[src/hdl/gst_pkg.sv]
// Shared constants and types of the GPS sentence time extractor.
// Used by gst_parser and by the top level gps_sentence_time_extractor.
package gst_pkg;

  // Field text bytes kept per RMC sentence
  localparam int BUFFER_DEPTH = 16;
  // Fill count width: holds 0..BUFFER_DEPTH
  localparam int CNT_W = $clog2(BUFFER_DEPTH + 1);

  // Time-zone offset after reset, in hours
  localparam logic [3:0] ZONE_RESET = 4'd5;

  // One report, as emitted on the comma that closes the RMC status field
  typedef struct packed {
    logic       hour_tens;
    logic [3:0] hour_ones;
    logic [3:0] minute_tens;
    logic [3:0] minute_ones;
    logic       fix_valid;
    logic       fix_locked;
    logic       time_changed;
  } result_t;

endpackage

[src/hdl/gst_parser.sv]
// Byte-wise NMEA header matcher, RMC field capture, GSA lock tracking and
// time formatting. Produces one result per finished RMC time/status field.
// Depends on gst_pkg.
module gst_parser (
  input  logic             clk,
  input  logic             rst,
  input  logic             accept,
  input  logic [7:0]       rx_byte,
  input  logic [3:0]       zone_offset,
  output logic             res_fire,
  output gst_pkg::result_t res
);
  import gst_pkg::*;

  localparam logic [7:0] CH_LF     = 8'h0A;
  localparam logic [7:0] CH_DOLLAR = 8'h24;
  localparam logic [7:0] CH_COMMA  = 8'h2C;
  localparam logic [7:0] CH_TWO    = 8'h32;
  localparam logic [7:0] CH_THREE  = 8'h33;
  localparam logic [7:0] CH_A      = 8'h41;
  localparam logic [7:0] CH_C      = 8'h43;
  localparam logic [7:0] CH_G      = 8'h47;
  localparam logic [7:0] CH_M      = 8'h4D;
  localparam logic [7:0] CH_P      = 8'h50;
  localparam logic [7:0] CH_R      = 8'h52;
  localparam logic [7:0] CH_S      = 8'h53;

  localparam logic [CNT_W-1:0] CNT_FULL  = CNT_W'(BUFFER_DEPTH);
  localparam logic [CNT_W-1:0] CNT_SHORT = CNT_W'(7);
  localparam logic [CNT_W-1:0] CNT_DIGITS = CNT_W'(4);

  typedef enum logic [3:0] {
    PH_IDLE, PH_DOLLAR, PH_G, PH_P, PH_R_OR_G, PH_M, PH_C, PH_COMMA,
    PH_FIELD, PH_SKIP, PH_GSA_S, PH_GSA_A, PH_GSA_C1, PH_GSA_MODE,
    PH_GSA_C2, PH_GSA_FIX
  } phase_t;

  phase_t           phase;
  logic [7:0]       time_chars [4];
  logic [CNT_W-1:0] stored_count;
  logic             comma_seen;
  logic             after_comma_pending;
  logic             status_is_a;
  logic             locked_flag;
  logic [12:0]      last_packed_time;

  logic             store;
  logic             finish;
  logic [7:0]       hour_raw;
  logic [7:0]       hour_fold;
  logic [9:0]       hour_adj;
  logic [9:0]       hour_less;
  logic             tens_calc;
  logic [3:0]       ones_calc;
  logic [12:0]      packed_time;

  // Report trigger: second comma inside the RMC field text
  assign finish   = accept && (phase == PH_FIELD) && comma_seen && (rx_byte == CH_COMMA);
  assign store    = stored_count < CNT_FULL;
  assign res_fire = finish;

  // Fold hour to twelve-hour form and subtract the zone offset
  always_comb begin
    hour_raw  = {time_chars[0][3:0], 3'b000} + {3'b000, time_chars[0][3:0], 1'b0}
              + {4'd0, time_chars[1][3:0]};
    hour_fold = (hour_raw > 8'd12) ? hour_raw - 8'd12 : hour_raw;
    hour_adj  = {2'b00, hour_fold} - {6'd0, zone_offset};
    if (hour_fold <= {4'd0, zone_offset}) begin
      hour_adj = hour_adj + 10'd12;
    end
    // A wrapped (negative) value counts as above nine
    tens_calc = hour_adj[9] || (hour_adj > 10'd9);
    hour_less = hour_adj - 10'd10;
    ones_calc = tens_calc ? hour_less[3:0] : hour_adj[3:0];
  end

  // Assemble the report; short field reads as 1999
  always_comb begin
    if (stored_count > CNT_SHORT) begin
      res.hour_tens   = tens_calc;
      res.hour_ones   = ones_calc;
      res.minute_tens = time_chars[2][3:0];
      res.minute_ones = time_chars[3][3:0];
    end else begin
      res.hour_tens   = 1'b1;
      res.hour_ones   = 4'd9;
      res.minute_tens = 4'd9;
      res.minute_ones = 4'd9;
    end
    packed_time      = {res.hour_tens, res.hour_ones, res.minute_tens, res.minute_ones};
    res.fix_valid    = status_is_a;
    res.fix_locked   = locked_flag;
    res.time_changed = packed_time != last_packed_time;
  end

  // Advance the header matcher and field capture on each accepted byte
  always_ff @(posedge clk) begin
    if (rst) begin
      phase               <= PH_IDLE;
      time_chars          <= '{default: 8'h00};
      stored_count        <= '0;
      comma_seen          <= 1'b0;
      after_comma_pending <= 1'b0;
      status_is_a         <= 1'b0;
      locked_flag         <= 1'b0;
      last_packed_time    <= '0;
    end else if (accept) begin
      unique case (phase)
        PH_IDLE:     phase <= (rx_byte == CH_LF) ? PH_DOLLAR : PH_IDLE;
        PH_DOLLAR:   phase <= (rx_byte == CH_DOLLAR) ? PH_G : PH_IDLE;
        PH_G:        phase <= (rx_byte == CH_G) ? PH_P : PH_IDLE;
        PH_P:        phase <= (rx_byte == CH_P) ? PH_R_OR_G : PH_IDLE;
        PH_R_OR_G: begin
          priority if (rx_byte == CH_R) phase <= PH_M;
          else if (rx_byte == CH_G)     phase <= PH_GSA_S;
          else                          phase <= PH_IDLE;
        end
        PH_M:        phase <= (rx_byte == CH_M) ? PH_C : PH_IDLE;
        PH_C:        phase <= (rx_byte == CH_C) ? PH_COMMA : PH_IDLE;
        PH_COMMA: begin
          stored_count        <= '0;
          comma_seen          <= 1'b0;
          after_comma_pending <= 1'b0;
          status_is_a         <= 1'b0;
          phase               <= (rx_byte == CH_COMMA) ? PH_FIELD : PH_IDLE;
        end
        PH_FIELD: begin
          if (finish) begin
            last_packed_time <= packed_time;
            stored_count     <= '0;
            phase            <= PH_SKIP;
          end else begin
            if (store) begin
              if (stored_count < CNT_DIGITS) begin
                time_chars[stored_count[1:0]] <= rx_byte;
              end
              if (after_comma_pending) begin
                status_is_a         <= rx_byte == CH_A;
                after_comma_pending <= 1'b0;
              end
              stored_count <= stored_count + 1'b1;
            end
            // Status byte is watched only if the comma itself was kept
            if (rx_byte == CH_COMMA) begin
              comma_seen          <= 1'b1;
              after_comma_pending <= store;
            end
          end
        end
        PH_SKIP:     phase <= PH_IDLE;
        PH_GSA_S:    phase <= (rx_byte == CH_S) ? PH_GSA_A : PH_IDLE;
        PH_GSA_A:    phase <= (rx_byte == CH_A) ? PH_GSA_C1 : PH_IDLE;
        PH_GSA_C1:   phase <= (rx_byte == CH_COMMA) ? PH_GSA_MODE : PH_IDLE;
        PH_GSA_MODE: phase <= (rx_byte == CH_A) ? PH_GSA_C2 : PH_IDLE;
        PH_GSA_C2:   phase <= (rx_byte == CH_COMMA) ? PH_GSA_FIX : PH_IDLE;
        PH_GSA_FIX: begin
          locked_flag <= (rx_byte == CH_TWO) || (rx_byte == CH_THREE);
          phase       <= PH_IDLE;
        end
        default:     phase <= PH_IDLE;
      endcase
    end
  end

endmodule

[src/hdl/gps_sentence_time_extractor.sv]
// A finished result is registered in the result register, or in the skid when stalled.
// Throughput: one byte per cycle while in_stall is low; a two-entry output queue
// (result register plus skid register) raises in_stall only when both entries hold
// unconsumed results. Reset: parser idle, all captured text and flags cleared, last
// time zero, zone offset 5 hours. Depends on gst_pkg and gst_parser.
module gps_sentence_time_extractor (
  input  logic       clk,
  input  logic       rst,
  input  logic       cfg_wr_en,
  input  logic [3:0] cfg_wr_data,
  input  logic       in_valid,
  output logic       in_stall,
  input  logic [7:0] rx_byte,
  output logic       out_valid,
  input  logic       out_stall,
  output logic       hour_tens,
  output logic [3:0] hour_ones,
  output logic [3:0] minute_tens,
  output logic [3:0] minute_ones,
  output logic       fix_valid,
  output logic       fix_locked,
  output logic       time_changed
);
  import gst_pkg::*;

  logic [3:0] zone_offset_hours;
  logic       in_take;
  logic       out_take;
  logic       res_fire;
  result_t    res;
  result_t    out_data;
  result_t    skid_data;
  logic       skid_valid;

  assign in_stall = skid_valid;
  assign in_take  = in_valid && !in_stall;
  assign out_take = out_valid && !out_stall;

  // Hold the zone offset register
  always_ff @(posedge clk) begin
    if (rst) begin
      zone_offset_hours <= ZONE_RESET;
    end else if (cfg_wr_en) begin
      zone_offset_hours <= cfg_wr_data;
    end
  end

  gst_parser u_parser (
    .clk         (clk),
    .rst         (rst),
    .accept      (in_take),
    .rx_byte     (rx_byte),
    .zone_offset (zone_offset_hours),
    .res_fire    (res_fire),
    .res         (res)
  );

  // Output queue: result register with a skid register behind it
  always_ff @(posedge clk) begin
    if (rst) begin
      out_valid  <= 1'b0;
      skid_valid <= 1'b0;
    end else if (skid_valid) begin
      if (out_take) begin
        out_data   <= skid_data;
        skid_valid <= 1'b0;
      end
    end else if (res_fire) begin
      if (!out_valid || out_take) begin
        out_data  <= res;
        out_valid <= 1'b1;
      end else begin
        skid_data  <= res;
        skid_valid <= 1'b1;
      end
    end else if (out_take) begin
      out_valid <= 1'b0;
    end
  end

  assign hour_tens    = out_data.hour_tens;
  assign hour_ones    = out_data.hour_ones;
  assign minute_tens  = out_data.minute_tens;
  assign minute_ones  = out_data.minute_ones;
  assign fix_valid    = out_data.fix_valid;
  assign fix_locked   = out_data.fix_locked;
  assign time_changed = out_data.time_changed;

  // Skid entry is only ever filled behind a held result
  a_skid_behind_out: assert property (@(posedge clk) disable iff (rst)
    skid_valid |-> out_valid)
    else $error("skid register holds a result with result register empty");

  // A result arriving against a stalled full result register lands in the skid
  a_skid_fill: assert property (@(posedge clk) disable iff (rst)
    (res_fire && out_valid && out_stall && !skid_valid) |=> skid_valid)
    else $error("result lost while output stalled");

  // Draining the result register empties the skid and keeps the output valid
  a_skid_drain: assert property (@(posedge clk) disable iff (rst)
    (skid_valid && !out_stall) |=> (!skid_valid && out_valid))
    else $error("skid result not moved to output");

endmodule
[config.mk]
export PLATFORM = sky130hd
export DESIGN_NAME = gps_sentence_time_extractor
export DESIGN_NICKNAME = d
export VERILOG_FILES = /design/src/hdl/gst_pkg.sv /design/src/hdl/gst_parser.sv /design/src/hdl/gps_sentence_time_extractor.sv
export SDC_FILE = /design/constraint.sdc
export NUM_CORES = 1
export LEC_CHECK = 0
export BUFFER_PORTS_ARGS = -buffer_cell sky130_fd_sc_hd__buf_4
export CORE_MARGIN = 4
export CORE_UTILIZATION = 40
export DETAILED_ROUTE_END_ITERATION = 8
export PLACE_DENSITY = 0.65
export SYNTH_ARGS = -nofsm -noshare
export SYNTH_HDL_FRONTEND = slang
export SYNTH_SLANG_ARGS = --single-unit
[constraint.sdc]
create_clock -name clk -period 14.6 [get_ports clk]
set_clock_uncertainty 0.15 [all_clocks]
set_input_delay 1.46 -clock clk [delete_from_list [all_inputs] [get_ports clk]]
set_output_delay 1.46 -clock clk [all_outputs]
set_load 0.01 [all_outputs]
==> results of run 1 <==
[per-stage QoR]
stage | hold WS (ns) | cells
2_1_floorplan | 0.2685 | 535
3_3_place_gp | 0.2901 | 690
3_5_place_dp | 0.2916 | 690
4_1_cts | 0.3105 | 706
5_1_grt | 0.3348 | 706
6_report | 0.3144 | 706
[cell type report]
cell class | instances | area [µm²] | share of cell area, %
inverters | 24 | 90.09 | 1.657
clock buffers | 10 | 229.0 | 4.211
multi-input cells | 406 | 2656 | 48.85
well taps | 143 | 178.9 | 3.290
repair buffers | 37 | 277.8 | 5.108
clock inverters | 6 | 83.83 | 1.542
flip-flops and latches | 80 | 1922 | 35.34
[worst max-delay path, cell delays in order (launching register included)]
cell and delay (ns):
dfxtp_1 0.35, inv_1 0.07, fa_1 0.51, fa_1 0.61, inv_1 0.06, ha_1 0.28
o21ai_0 0.17, nand2_1 0.14, nor2_2 0.30, xnor2_1 0.16, ha_1 0.29, o21a_1 0.21
o31a_1 0.14, nor2_1 0.31, a41oi_1 0.13, nor4_4 0.42, mux2_4 0.38, nand3_1 0.11
o21ai_0 0.12, a2111oi_0 0.44, nand4_1 0.18, o41a_1 0.43
[synth_stat cells, drive strengths merged (6+ instances only)]
cell type,count,area share (%)
nand2,62,4.9
nor2,62,4.9
dfxtp,48,20
a21oi,32,3.4
edfxtp,32,20
o21ai,28,2.9
inv,24,1.9
mux2i,23,4.8
clkbuf,22,1.7
nand3,21,2.2
ha,18,4.7
mux2,14,3.4
xnor2,14,2.6
nor2b,12,1.6
nor3,11,1.2
nand4,9,1.2
xor2,9,1.7
nand2b,8,1.1
nor4,8,1.4
and2,6,0.79
[cell usage in the layout (no fill, tap or decap), types with 3 or more instances in the layout]
master,n
xnor2_1,14
a41oi_1,5
o21a_1,3
fa_1,3
o22ai_1,4
edfxtp_1,32
o211ai_1,3
o31ai_1,3
buf_4,37
nor3_1,10
clkbuf_16,9
nor2b_1,12
nor4_1,7
a21oi_1,32
ha_1,18
nor2_1,61
a211oi_1,3
inv_1,24
nor3b_1,3
o21ai_0,28
nand2_1,61
mux2_2,13
a21o_1,4
nand4_1,9
mux2i_1,23
nand3_1,21
dfxtp_1,48
and2_1,6
nand2b_1,8
xor2_1,9
or3_1,5
[flip-flops by register name, summed over array words and instances, names as in the netlist, 4 cells and up]
signal and flops:
u_parser.stored_count 5, u_parser.time_chars 16, zone_offset_hours 4, minute_tens 4, minute_ones 4, u_parser.last_packed_time 13, skid_data 16, hour_ones 4
u_parser.phase 4
[power by group]
group,internal (mW),switching (mW),total [mW]
Sequential,0.232,0.00201,0.234
Combinational,0.0376,0.0520,0.0897
Clock,0.149,0.0888,0.238
Total,0.419,0.143,0.561
[final timing paths]
path	startpoint	to	slack, ns	depth (start not counted)
worst max-delay path	u_parser.time_chars[24]$_SDFFE_PP0P_	time_changed$_DFFE_PP_	8.38	21
worst min-delay path	u_parser.status_is_a$_SDFFE_PP0P_	skid_data[2]$_DFFE_PP_	0.31	0
worst max register to register	u_parser.time_chars[24]$_SDFFE_PP0P_	time_changed$_DFFE_PP_	8.38	21
worst min register to register	u_parser.status_is_a$_SDFFE_PP0P_	skid_data[2]$_DFFE_PP_	0.31	0
[layer usage]
layer,wire [µm],vias to the layer above
met5,0,-
met4,250,0
met3,563,25
met2,4935,143
met1,5138,1800
li1,-,1959
[kinds of logic after synthesis]
family / Yosys count / synth area share, %
AND/OR/NAND/NOR: 219 / 22.29
AO/OA/AOI/OAI: 105 / 14.35
flip-flops: 80 / 40.38
buffers and inverters: 49 / 4.048
multiplexers: 37 / 8.228
XOR/XNOR: 24 / 4.706
adder cells (fa/ha/maj): 21 / 5.994
==> impl_metrics.toml, run 1 <==
[synthesis]
ys_warn_count = 0
dominantRegCellSynth = "dfxtp_1"
synth-edff-count = 32
synth_cell_type_count = 64
ys_ff_latch = 80
synthesis.area_um2 = 4760
syn_inst = 535
syn_nets = 573
async_reset_ff_share_pct = 0
avgSynthCellArea_um2 = 8.896
synth-seq-area-share_pct = 40.38

[clocking]
cts_htree_levels = 3
post-cts-setup-buffer-count = 0
clock-sinks = 80
cts_buffer_depth = 2
root_buffer = "clkbuf_16"
hold_buffers = 0
cts-resized-gates = 0
clkSlewWorstSetupHoldPaths_ns = 0.06
cts_tree = "yes"
clkLatencyLatePin_ns = 0.34
cts_inserted_buffers = 9

[timing]
grt_setup_unrepaired = "no"
worst_slack_ns = 8.384
final-hold-violation-count = 0
drv_slew = 0
fin_crit_sh_pct = 42.58
slew_headroom_pct = 37.94
setup_viol = 0
setup_tns_ns = 0
max_clock_freq_mhz = 160.9
tightestPinTransition_ns = 0.9274
layout_min_cycle_time_ns = 6.216

[grt]
gr-usage-met2_pct = 26.81
use_met3_pct = 3.136
grtUsageTotal_pct = 16.83
grt_overflow = 0
busiest_layer = "met2"
grt_pass1_wl_um = 18320
antenna_found_initial = 0
grt_pass1_vias = 3747
grt_max_degree = 44
grt_use_met1_pct = 22.57

[route]
vias = 3927
routed_wl_um = 10890
dr.pass1.iters = 5
via_per_inst = 5.562
drc = 0
wl_per_cell_um = 15.42
ant_nets = 0
drt-initial-drc-count = 379

[layout]
stdcell_area_um2 = 5438
post-route-util_pct = 47.22
synthToLayoutAreaGrowth_pct = 14.25
drive_gt1_share_pct = 12.97
nFillCells = 1093
nets = 596
antenna_cells = 0

[pwr]
p_leak_nw = 2.112
power.total_mw = 0.5614
powerDensity_nw_per_um2 = 103.2
ir_drop_uv = 47.10

[worst_setup_path]
crit_type = "reg2reg"
crit_required_ns = 14.53
crit_arrival_ns = 6.15
critPathLaunchType = "register"
cp_max_fo = 8
cp-end-kind = "register"

[placed_design]
place_area_um2 = 5125
port_buffers = 34
gp_congestion = 0.9334
dp_hpwl_um = 7856
dp_slack_ns = 8.457

[floorplan]
rows = 39
core_region_area_um2 = 11520
pin_count = 35
start_util_pct = 41.33
die_area_um2 = 13710
die_w_um = 117.1
die_h_um = 117.1

[run_status]
status = "completed"

[hold_path]
holdCritPathClass = "reg2reg"

[flow_run]
cap_viol_max_count = 0
Note: power is estimated with default switching activity, not from simulation.
==> run 2: changes to the inputs <==
- ABC_AREA: default -> 1
- PLACE_DENSITY: 0.65 -> 0.67
- clock period: 14.6 -> 5.1 ns (I/O delays scaled with it)
==> run 2 against run 1 <==
  * Area after synthesis decreased by 0.89%
  * Maximum frequency is 27% higher
  * Cell count increased by 16%
  * Register-to-register slack worse by 8.2 ns
  * First-iteration DRC count down 17%
  * Via count is 4.0% higher
  * Power grew to 2.6 times the previous value
  * Clock power rose to 2.7 times the previous value
  * Critical path depth increased by 10
  * Routed wire length decreased by 2.4%
  * Sequential power grew to 2.8 times the previous value
  * Flip-flop and latch count did not move
  * Highest routed layer unchanged
==> impl_metrics.toml, run 2 <==
[synthesis]
syn_nets = 652
synth-seq-area-share_pct = 40.74
synth.most_common_cell = "inv_1"
syn_inst = 614
ys_warn_count = 0
ys_top_cells_by_area = "dfxtp_1 20%, edfxtp_1 20%, inv_1 8.2%"
yosysTopAreaCell = "dfxtp_1"
ys_ff_latch = 80
synth_commonest_cells = "103 x inv_1, 94 x nand2_1, 55 x nor2_1, 53 x o21ai_0, 48 x dfxtp_1"
dominantRegCellSynth = "dfxtp_1"
synth-edff-count = 32
synth_top_area_share_pct = 20.37
async_reset_ff_share_pct = 0
synthesis.area_um2 = 4717
synth_cell_type_count = 39
avgSynthCellArea_um2 = 7.682

[worst_setup_path]
cp-end-kind = "register"
crit-reg2reg-launch = "u_parser.time_chars[24]$_SDFFE_PP0P_"
r2r_end = "time_changed$_DFFE_PP_"
reg2reg_slack_ns = 0.20
cp_slowest_cell = "fa_1"
critical_path.startpoint = "u_parser.time_chars[24]$_SDFFE_PP0P_"
crit_type = "reg2reg"
cp_max_fo = 4
critPathLaunchType = "register"
endpoint = "time_changed$_DFFE_PP_"
crit_arrival_ns = 4.85
crit_required_ns = 5.05
critical_path.most_common_cell = "nand2_1"
r2r.worst_path.cells = 31
cpPeakStageDelay_ns = 0.54

[placed_design]
dp_slack_ns = -0.06103
gp_congestion = 0.9366
dp_hpwl_um = 7715
port_buffers = 34
placedCellCount = 786
place_area_um2 = 5166

[run_status]
status = "completed"

[timing]
slew_headroom_pct = 38.91
setup_viol = 0
drv_slew = 0
final-hold-violation-count = 0
setup_tns_ns = 0
tightestPinTransition_ns = 0.9153
holdWs_ns = 0.2227
worst_slack_ns = 0.2003
layout_min_cycle_time_ns = 4.900
max_clock_freq_mhz = 204.1
fin_crit_sh_pct = 96.07

[pwr]
p_sw_mw = 0.3537
power_frac_clock_pct = 43.3
pwr-share-seq_pct = 45.2
swShare_pct = 24.06
power.total_mw = 1.470
p_int_mw = 1.117
powerDensity_nw_per_um2 = 254.6
ir_drop_uv = 197.9
p_leak_nw = 2.358
combPwrFrac_pct = 11.6

[floorplan]
rows = 39
die_w_um = 116.6
die_h_um = 116.6
die_area_um2 = 13590
core_region_area_um2 = 11470
pin_count = 35
start_util_pct = 41.13

[route]
dr.pass1.iters = 5
drt-initial-drc-count = 314
ant_nets = 0
via_per_inst = 5.007
vias = 4086
drc = 0
wl_per_cell_um = 13.02
routed_wl_um = 10620

[grt]
grt_pass1_vias = 3821
grt_pass1_wl_um = 17100
grtUsageTotal_pct = 15.67
grt_overflow = 0
antenna_found_initial = 0
grt_max_degree = 32

[hold_path]
holdCritPathClass = "in2reg"

[clocking]
cts_inserted_buffers = 9
clkLatencyLatePin_ns = 0.34
root_buffer = "clkbuf_16"
clock-sinks = 80
cts_htree_levels = 3
cts_tree = "yes"
cts_buffer_depth = 2
clkSlewWorstSetupHoldPaths_ns = 0.06
hold_buffers = 0

[layout]
most-common-layout-cells = "98 x inv_1, 84 x nand2_1, 54 x nor2_1"
nets = 706
stdcell_area_um2 = 5774
drive_gt1_share_pct = 23.03
antenna_cells = 0
final_cells = 816
synthToLayoutAreaGrowth_pct = 22.41
final_common_cell = "inv_1"
post-route-util_pct = 50.35
nFillCells = 1054
biggestRegsByFlops = "skid_data (16), u_parser.time_chars (16), u_parser.last_packed_time (13)"

[flow_run]
cap_viol_max_count = 0
run 2: worst min-delay path by stage:
stage,start,endpoint,slack (ns),cells after the start
6_report,cfg_wr_en,zone_offset_hours[2]$_SDFFE_PP1P_,0.22,2
5_1_grt,cfg_wr_en,zone_offset_hours[2]$_SDFFE_PP1P_,0.23,2
4_1_cts,cfg_wr_en,zone_offset_hours[2]$_SDFFE_PP1P_,0.21,2
3_5_place_dp,u_parser.status_is_a$_SDFFE_PP0P_,skid_data[2]$_DFFE_PP_,0.27,0
3_3_place_gp,u_parser.status_is_a$_SDFFE_PP0P_,skid_data[2]$_DFFE_PP_,0.26,0
2_1_floorplan,u_parser.status_is_a$_SDFFE_PP0P_,skid_data[2]$_DFFE_PP_,0.26,0
run 2: layout make-up:
cell class	instances	area [µm²]	area share, %
tap	143	178.9	3.099
clock buffer	11	232.7	4.030
sequential	80	1928	33.39
clock inverter	5	57.56	0.9967
timing repair buffer	53	401.6	6.956
inverter	112	421.7	7.302
multi-input combinational	412	2554	44.23
run 2: power by group through the flow:
stage               logic [mW]  clock network (mW)  registers [mW]
floorplan               0.0902                   0           0.677
global placement         0.120                   0           0.678
detailed placement       0.122                   0           0.678
CTS                      0.128               0.654           0.664
global route             0.186               0.680           0.664
finish                   0.170               0.636           0.664
run 2: kinds of logic (layout without fill, tap and decap cells):
group / count (synthesis) / count (layout) / synth area share [%]
flops: 80 / 80 / 40.74
compound gates: 120 / 120 / 14.09
xor+xnor: 15 / 15 / 2.785
simple gates: 256 / 256 / 26.60
buf+inv: 122 / 181 / 9.735
fa+ha+maj: 21 / 21 / 6.048
run 2: routing by layer:
layer	vias up	GRT usage (%)	wire (µm)
met5	-	0	0
met4	0	5.046	206
met3	17	4.197	524
met2	97	26.28	5191
met1	1838	19.69	4702
li1	2134	-	-
run 2: critical path: cells and delay by family (launching register included):
family	cells	cell delay, ns
AOI/OAI and AO/OA	3	0.31
xor gates and xnor gates	1	0.17
adders and majority gates	5	1.58
buffers and inverters	6	0.35
DFF	1	0.34
and+or+nand+nor	16	1.73
run 2: timing repair:
item / 4_1_cts / 5_1_grt
gates resized for setup: 3 / 50
pin swaps: 4 / 29
cloned: 0 / 0
setup buffers: 1 / 13
endpoints found under the setup margin: 1 / 4
